**src/rtl/core/vfr_pkg.sv**
```systemverilog
`timescale 1ns / 1ps
// ----------------------------------------------------------------------------
// vfr_pkg: shared types for the video fragment reassembler
// Command and status codes, the store access control and the result record
// passed from the control unit to the output pipeline.
// ----------------------------------------------------------------------------
package vfr_pkg;

	// fixed field widths
	localparam int unsigned WORD_W  = 16;
	localparam int unsigned IDX_W   = 14;
	localparam int unsigned ADDR_W  = 8;
	localparam int unsigned LEN_W   = 11;
	localparam int unsigned BYTE_W  = 8;
	localparam int unsigned OFF_W   = 16;
	localparam int unsigned RSIZE_W = 17;

	// bit positions inside the fragment word
	localparam int unsigned ID_BIT  = 14;
	localparam int unsigned EOF_BIT = 15;

	typedef enum logic [1:0] {
		CMD_HEADER  = 2'd0,
		CMD_BYTE    = 2'd1,
		CMD_RELEASE = 2'd2,
		CMD_READ    = 2'd3
	} cmd_t;

	typedef enum logic [3:0] {
		ST_ACCEPT  = 4'd0,
		ST_BUSY    = 4'd1,
		ST_SEQ     = 4'd2,
		ST_STORED  = 4'd3,
		ST_SKIP    = 4'd4,
		ST_OVER    = 4'd5,
		ST_DONE    = 4'd6,
		ST_RELEASE = 4'd7,
		ST_READ    = 4'd8
	} status_t;

	// store access strobes
	typedef struct packed {
		logic wr_en;
		logic rd_en;
	} mem_ctl_t;

	// one result item before the read byte is merged in
	typedef struct packed {
		status_t              status;
		logic                 frame_ready;
		logic                 ready_bank;
		logic                 ready_frame_id;
		logic [RSIZE_W-1:0]   ready_size;
		logic [ADDR_W-1:0]    ready_address;
		logic                 rd_hit;
	} result_t;

endpackage

```
**src/rtl/core/vfr_ctrl.sv**
```systemverilog
`timescale 1ns / 1ps
// ----------------------------------------------------------------------------
// vfr_ctrl: fragment sequencing and bank control
// Holds the reassembly state, decides each transfer's status combinationally
// and issues the store write or read for it.
// ----------------------------------------------------------------------------
module vfr_ctrl
	import vfr_pkg::*;
#(
	parameter int unsigned BANK_BYTES         = 65536,
	parameter int unsigned MAX_FRAGMENT_BYTES = 1024,
	parameter int unsigned SIZE_W             = 17,
	parameter int unsigned BANK_AW            = 16
) (
	input  logic                 clk,
	input  logic                 arst_n,
	input  logic                 accept,
	input  cmd_t                 command,
	input  logic [WORD_W-1:0]    fragment_word,
	input  logic [ADDR_W-1:0]    source_address,
	input  logic [LEN_W-1:0]     payload_length,
	input  logic [BYTE_W-1:0]    data_byte,
	input  logic                 read_bank,
	input  logic [OFF_W-1:0]     read_offset,
	output result_t              result,
	output mem_ctl_t             mem_ctl,
	output logic [BANK_AW:0]     mem_addr,
	output logic [BYTE_W-1:0]    mem_wdata
);

	localparam int unsigned LEN_CAP = (MAX_FRAGMENT_BYTES > 2047) ? 2047 : MAX_FRAGMENT_BYTES;
	localparam logic [LEN_W-1:0]       MAX_LEN  = LEN_W'(LEN_CAP);
	localparam logic [SIZE_W-1:0]      BANK_LIM = SIZE_W'(BANK_BYTES);
	localparam logic [SIZE_W+OFF_W-1:0] OFF_LIM = (SIZE_W + OFF_W)'(BANK_BYTES);

	// state registers
	logic               fill_q, fill_n;
	logic               liv_q, liv_n;
	logic [IDX_W-1:0]   lidx_q, lidx_n;
	logic               lidv_q, lidv_n;
	logic               lid_q, lid_n;
	logic [SIZE_W-1:0]  cur_size_q, cur_size_n;
	logic [SIZE_W-1:0]  held_size_q, held_size_n;
	logic [ADDR_W-1:0]  cur_addr_q, cur_addr_n;
	logic [ADDR_W-1:0]  held_addr_q, held_addr_n;
	logic               held_q, held_n;
	logic               held_bank_q, held_bank_n;
	logic               held_id_q, held_id_n;
	logic [LEN_W-1:0]   left_q, left_n;
	logic               storing_q, storing_n;
	logic               endp_q, endp_n;

	status_t            status;
	logic               rd_hit;
	logic [SIZE_W+OFF_W-1:0] off_wide;
	logic [SIZE_W+RSIZE_W-1:0] size_wide;

	assign off_wide = {{SIZE_W{1'b0}}, read_offset};

	// next-state and status decision for the accepted transfer
	always_comb begin
		logic [IDX_W-1:0] idx;
		logic             frag_id;
		logic             frag_eof;
		logic [LEN_W-1:0] len;
		logic [IDX_W:0]   exp_idx;
		logic             do_complete;

		fill_n      = fill_q;
		liv_n       = liv_q;
		lidx_n      = lidx_q;
		lidv_n      = lidv_q;
		lid_n       = lid_q;
		cur_size_n  = cur_size_q;
		held_size_n = held_size_q;
		cur_addr_n  = cur_addr_q;
		held_addr_n = held_addr_q;
		held_n      = held_q;
		held_bank_n = held_bank_q;
		held_id_n   = held_id_q;
		left_n      = left_q;
		storing_n   = storing_q;
		endp_n      = endp_q;
		status      = ST_READ;
		rd_hit      = 1'b0;
		mem_ctl     = '0;
		mem_addr    = {fill_q, cur_size_q[BANK_AW-1:0]};
		mem_wdata   = data_byte;
		do_complete = 1'b0;

		idx      = fragment_word[IDX_W-1:0];
		frag_id  = fragment_word[ID_BIT];
		frag_eof = fragment_word[EOF_BIT];
		len      = (payload_length > MAX_LEN) ? MAX_LEN : payload_length;
		exp_idx  = '0;

		unique case (command)
			CMD_HEADER: begin
				if (held_q) begin
					status = ST_BUSY;
				end else begin
					endp_n = 1'b0;
					// restart on zero word or a new frame id
					if (fragment_word == '0 || !lidv_q || lid_q != frag_id) begin
						liv_n      = 1'b0;
						cur_size_n = '0;
					end
					exp_idx = liv_n ? ({1'b0, lidx_q} + 1'b1) : '0;
					if ({1'b0, idx} != exp_idx) begin
						liv_n      = 1'b0;
						cur_size_n = '0;
						left_n     = len;
						storing_n  = 1'b0;
						status     = ST_SEQ;
					end else begin
						lidx_n     = idx;
						liv_n      = 1'b1;
						lid_n      = frag_id;
						lidv_n     = 1'b1;
						cur_addr_n = source_address;
						left_n     = len;
						storing_n  = 1'b1;
						endp_n     = frag_eof;
						status     = ST_ACCEPT;
						// empty fragment
						if (len == '0) begin
							storing_n = 1'b0;
							if (frag_eof) begin
								do_complete = 1'b1;
								status      = ST_DONE;
							end
						end
					end
				end
			end
			CMD_BYTE: begin
				if (left_q == '0) begin
					status = ST_SKIP;
				end else begin
					left_n = left_q - 1'b1;
					if (!storing_q) begin
						status = ST_SKIP;
					end else if (cur_size_q < BANK_LIM) begin
						mem_ctl.wr_en = 1'b1;
						cur_size_n    = cur_size_q + 1'b1;
						status        = ST_STORED;
					end else begin
						status = ST_OVER;
					end
					// last byte of an accepted fragment
					if (left_n == '0 && storing_q) begin
						storing_n = 1'b0;
						if (endp_q) begin
							do_complete = 1'b1;
							status      = ST_DONE;
						end
					end
				end
			end
			CMD_RELEASE: begin
				held_n = 1'b0;
				status = ST_RELEASE;
			end
			CMD_READ: begin
				mem_ctl.rd_en = 1'b1;
				mem_addr      = {read_bank, off_wide[BANK_AW-1:0]};
				rd_hit        = (off_wide < OFF_LIM);
				status        = ST_READ;
			end
			default: begin
				status = ST_READ;
			end
		endcase

		// frame completion: hold the bank and swap to the other one
		if (do_complete) begin
			held_n      = 1'b1;
			held_bank_n = fill_q;
			held_id_n   = lid_n;
			held_size_n = cur_size_n;
			held_addr_n = cur_addr_n;
			liv_n       = 1'b0;
			fill_n      = ~fill_q;
			cur_size_n  = '0;
			endp_n      = 1'b0;
			storing_n   = 1'b0;
			left_n      = '0;
		end
	end

	// result fields after the update
	assign size_wide = {{RSIZE_W{1'b0}}, held_size_n};

	always_comb begin
		result                = '0;
		result.status         = status;
		result.frame_ready    = held_n;
		result.ready_bank     = held_n & held_bank_n;
		result.ready_frame_id = held_n & held_id_n;
		result.ready_size     = held_n ? size_wide[RSIZE_W-1:0] : '0;
		result.ready_address  = held_n ? held_addr_n : '0;
		result.rd_hit         = rd_hit;
	end

	// state update on each accepted transfer
	always_ff @(posedge clk or negedge arst_n) begin
		if (!arst_n) begin
			fill_q      <= 1'b0;
			liv_q       <= 1'b0;
			lidx_q      <= '0;
			lidv_q      <= 1'b0;
			lid_q       <= 1'b0;
			cur_size_q  <= '0;
			held_size_q <= '0;
			cur_addr_q  <= '0;
			held_addr_q <= '0;
			held_q      <= 1'b0;
			held_bank_q <= 1'b0;
			held_id_q   <= 1'b0;
			left_q      <= '0;
			storing_q   <= 1'b0;
			endp_q      <= 1'b0;
		end else if (accept) begin
			fill_q      <= fill_n;
			liv_q       <= liv_n;
			lidx_q      <= lidx_n;
			lidv_q      <= lidv_n;
			lid_q       <= lid_n;
			cur_size_q  <= cur_size_n;
			held_size_q <= held_size_n;
			cur_addr_q  <= cur_addr_n;
			held_addr_q <= held_addr_n;
			held_q      <= held_n;
			held_bank_q <= held_bank_n;
			held_id_q   <= held_id_n;
			left_q      <= left_n;
			storing_q   <= storing_n;
			endp_q      <= endp_n;
		end
	end

endmodule

```
**config.mk**
```make
export PLATFORM = sky130hd
export DESIGN_NAME = vfr_ctrl
export DESIGN_NICKNAME = d
export VERILOG_FILES = /design/src/rtl/core/vfr_pkg.sv /design/src/rtl/core/vfr_ctrl.sv
export SDC_FILE = /design/constraint.sdc
export NUM_CORES = 1
export LEC_CHECK = 0
export ABC_AREA = 1
export BUFFER_PORTS_ARGS = -buffer_cell sky130_fd_sc_hd__buf_2
export CAP_MARGIN = 20
export CORE_MARGIN = 2
export CORE_UTILIZATION = 28
export CTS_CLUSTER_DIAMETER = 150
export DETAILED_ROUTE_END_ITERATION = 6
export PLACE_DENSITY_LB_ADDON = 0.1
export SYNTH_ARGS = -nofsm -noshare
export SYNTH_HDL_FRONTEND = slang
export SYNTH_SLANG_ARGS = --single-unit
```
**constraint.sdc**
```tcl
create_clock -name clk -period 4.02 [get_ports clk]
set_input_delay 0.603 -clock clk [delete_from_list [all_inputs] [get_ports clk]]
set_output_delay 0.603 -clock clk [all_outputs]
set_load 0.02 [all_outputs]
```
==> metrics.log <==
[metrics] Inserted Clock Buffers: 9
[metrics] Bufs on Longest Clock Path: 2
[metrics] Core Area: 20800 µm²
[metrics] fraction of final layout cells sized beyond drive strength 1: 17.8%
[metrics] reported net switching power: 0.000647 W
[metrics] result of the run: complete, no violations
[metrics] Required @ worst endpoint: 3.42 ns
[metrics] power per unit of standard cell area: 299 nW/µm²
[metrics] synthesized instance count: 916
[metrics] Detailed Route Iter0 Violations: 395
[metrics] clock latency at the later pin of the worst-skew pair: around 0.35 ns
[metrics] Worst EP arrival: 3.11 ns
[metrics] placed cell areas: 6770 µm²
[metrics] startpoint of the most critical setup path: left_q[2]
[metrics] summed negative setup slack over all endpoints: 0 ns
[metrics] count of H-tree levels built during CTS: 3
[metrics] first-pass GRT wire length: 29.9 mm
[metrics] kind of critical path: reg2out
[metrics] final instance area: 7130 µm²
[metrics] effective utilization at floorplan: 28.3%
[metrics] Synth Flop Type: sky130_fd_sc_hd__dfrtp_1
[metrics] height of the die: between 100 and 150 µm
[metrics] commonest non-fill, non-tap cells in the layout: sky130_fd_sc_hd__nand2_1, sky130_fd_sc_hd__buf_2, sky130_fd_sc_hd__inv_1
[metrics] maxcap violations: 0
[metrics] number of port buffers: 108
[metrics] buffers inserted during post-CTS setup optimization: 0
[metrics] hold bufs inserted after CTS: 0
[metrics] Static Leak: 3.63 nW
[metrics] maximum number of pins on one net before global-route repair: 73
[metrics] switching fraction of total power: 30.3%
[metrics] Gate power share: 17.4%
[metrics] aggregate routed wire length: 18.4 mm
[metrics] routed wirelength normalized by instance count: 14.1 µm
[metrics] syn_nets: slightly below 1000
[metrics] ports placed on the boundary: 125
[metrics] Slew Limit Headroom: a little under half
[metrics] # nets final: 1092
[metrics] count of antenna-violating nets left after detailed routing: 0
[metrics] power after layout: 0.00213 W
[metrics] antenna violations before repair: 0
[metrics] Worst Max-Slew Pin Slew: 0.816 ns
[metrics] Synth cell types: 42
[metrics] Post-synth EDFFs: 0
[metrics] RD Place Congestion: 0.834
[metrics] top cells by area, synth: sky130_fd_sc_hd__dfrtp_1, sky130_fd_sc_hd__nand2_1, sky130_fd_sc_hd__o21ai_0, sky130_fd_sc_hd__nand3_1, sky130_fd_sc_hd__inv_1
[metrics] share of total power in the clock network: 39.7%
[metrics] number of pins exceeding their max-slew limit in the final report: 0
[metrics] peak clock frequency supported by timing: 269 MHz
[metrics] register bit count reported by yosys: 84
[metrics] share of the yosys chip area belonging to registers: 35.7%
[metrics] average instance area after synthesis: 6.43 µm²
[metrics] post-layout min period: between 3 and 4 ns
[metrics] area leader, netlist: sky130_fd_sc_hd__dfrtp_1
[metrics] Cell Area, Synth: a little under 6000 µm²
[metrics] via count normalized by instance count: ~4.6
[metrics] highest ir drop seen on vdd: 0.000190 V
[metrics] critical register-to-register path startpoint: left_q[2]
[metrics] class of the worst hold path: in2async
[metrics] synthesis warning total: 0
[metrics] proportion of register bits with asynchronous set or reset after synthesis: 100%
[metrics] Max Clock Skew: ~0.0067 ns
[metrics] Critical Path Fanout Max: 15
[metrics] final global-route overflow total: 0
[metrics] clock tree sinks: 84
[metrics] total of endpoints with negative setup slack in the final report: 0
[metrics] via count of the first global-routing pass: approximately 5500
[metrics] most common cell after layout, fill and taps aside: sky130_fd_sc_hd__nand2_1
[metrics] placed wire-length estimate after detailed placement: around 14 mm
[metrics] proportion of netlist area held by the largest area contributor: around 36%
[metrics] P_int: 0.00149 W
[metrics] die boundary width: ~150 µm
[metrics] growth of design area from synthesis to finish: 21.1%
[metrics] Final Hold Vio Count: 0
[metrics] TritonCTS clock tree: done
[metrics] Site Rows: 53
[metrics] RSZ-0062 raised after global routing: false
[metrics] register clock-pin slew on the reported worst setup and hold paths: approximately 0.070 ns
[metrics] Total GRT Usage: 17.1%
[metrics] Post-route DRC: 0
[metrics] launching element type of the critical path: register
[metrics] First-pass DRT Iterations: 5
[metrics] cell at the root of the clock tree: sky130_fd_sc_hd__clkbuf_16
[metrics] Crit. End Element: output port
[metrics] count of inserted antenna diode cells: 0
[metrics] overall die area: about 22000 µm²
[metrics] final worst path period share: roughly 90%
[metrics] vias after detailed routing: 5994
[metrics] sequential group share of total power: approximately 43%
-- power by group through the flow --
stage               Sequential [W]  Clock, W  Combinational (W)
floorplan                 0.000922         0           0.000246
global placement          0.000931         0           0.000365
detailed placement        0.000930         0           0.000362
CTS                       0.000915  0.000874           0.000363
global route              0.000922  0.000904           0.000427
finish                    0.000915  0.000848           0.000371
-- metal layers --
| layer | GRT usage [%] | routed length [µm] |
|---|---|---|
| met1 | 25.6 | 9610 |
| met2 | 25.5 | 7780 |
| met3 | 2.91 | 838 |
| met4 | 4.52 | 190 |
| met5 | 0 | 0 |
-- logic make-up (layout without fill, tap and decap cells) --
kind of cell	Yosys count	after routing	synth area share (%)
buf+inv	151	263	11.1
compound gates	153	153	13.8
fa+ha+maj	4	4	0.850
mux	1	1	0.191
xor+xnor	11	11	1.64
flops	84	84	35.7
simple gates	512	512	36.7
-- synthesized netlist by cell type, types with 2 or more instances --
master,count
sky130_fd_sc_hd__nand2_1,298
sky130_fd_sc_hd__inv_1,101
sky130_fd_sc_hd__nor2_1,85
sky130_fd_sc_hd__o21ai_0,85
sky130_fd_sc_hd__dfrtp_1,84
sky130_fd_sc_hd__nand3_1,81
sky130_fd_sc_hd__o21ai_1,44
sky130_fd_sc_hd__nand4_1,21
sky130_fd_sc_hd__buf_2,14
sky130_fd_sc_hd__buf_4,13
sky130_fd_sc_hd__clkbuf_1,12
sky130_fd_sc_hd__nor3_1,12
sky130_fd_sc_hd__a21oi_1,9
sky130_fd_sc_hd__xor2_1,8
sky130_fd_sc_hd__inv_2,5
sky130_fd_sc_hd__ha_1,4
sky130_fd_sc_hd__buf_6,3
sky130_fd_sc_hd__nand3b_1,3
sky130_fd_sc_hd__nor2_4,3
sky130_fd_sc_hd__xnor2_1,3
sky130_fd_sc_hd__a31oi_1,2
sky130_fd_sc_hd__clkinv_1,2
sky130_fd_sc_hd__nand2_2,2
sky130_fd_sc_hd__nand3_2,2
sky130_fd_sc_hd__o211ai_1,2
sky130_fd_sc_hd__o31ai_1,2
-- cell type report --
class / instances / area, µm²
clock buffer: 12 / 236
clock inverter: 4 / 50.0
fill: 2333 / 13700
inverter: 108 / 409
multi-input combinational: 681 / 3180
sequential: 84 / 2100
tap: 275 / 344
timing repair buffer: 139 / 808
-- repair_timing --
action / 4_1_cts / 5_1_grt
endpoints found under the setup margin: 3 / 28
hold endpoints to repair: 0 / 0
pin swaps: 0 / 2
resized for setup: 1 / 15
-- final timing paths --
path / end / depth (start not counted) / slack, ns
min in group clk: lidv_q / 1 / 0.48
min: held_size_q[2] / 1 / 0.13
min reg2reg: lidv_q / 1 / 0.48
max: result[12] / 13 / 0.30
max reg2reg: held_bank_q / 13 / 1.12
max in group asynchronous: lidx_q[6] / 3 / 3.03
-- sequential cells by signal (all words and copies together), names as in the netlist --
| register | flops |
|---|---|
| lid_q | 1 |
| held_q | 1 |
| cur_addr_q | 8 |
| storing_q | 1 |
| held_id_q | 1 |
| lidx_q | 14 |
| endp_q | 1 |
| liv_q | 1 |
| fill_q | 1 |
| held_size_q | 17 |
| held_bank_q | 1 |
| lidv_q | 1 |
| cur_size_q | 17 |
| left_q | 11 |
| held_addr_q | 8 |
-- critical path: stages, from the launching register on --
cell and delay (ns):
sky130_fd_sc_hd__dfrtp_1 0.41, sky130_fd_sc_hd__nor2_1 0.21, sky130_fd_sc_hd__nand4_1 0.16, sky130_fd_sc_hd__nor3_1 0.28
sky130_fd_sc_hd__xor2_1 0.27, sky130_fd_sc_hd__nand4_1 0.13, sky130_fd_sc_hd__nor3_1 0.22, sky130_fd_sc_hd__nand3_1 0.22
sky130_fd_sc_hd__nand2_2 0.15, sky130_fd_sc_hd__buf_4 0.24, sky130_fd_sc_hd__nand3_1 0.19, sky130_fd_sc_hd__nand2_1 0.10
sky130_fd_sc_hd__inv_1 0.03, sky130_fd_sc_hd__buf_2 0.14
-- metrics by stage --
step,worst slack [ns],util [%],hold slack [ns],cells
after global placement,0.339,32.5,0.465,1286
final,0.305,34.3,0.126,1303
after CTS,0.0559,33.9,0.468,1302
after global routing,0.0104,34.3,0.138,1303
after detailed placement,0.315,32.5,0.467,1286
after floorplan,0.773,-,0.307,916
(Power assumes the default switching activity.)
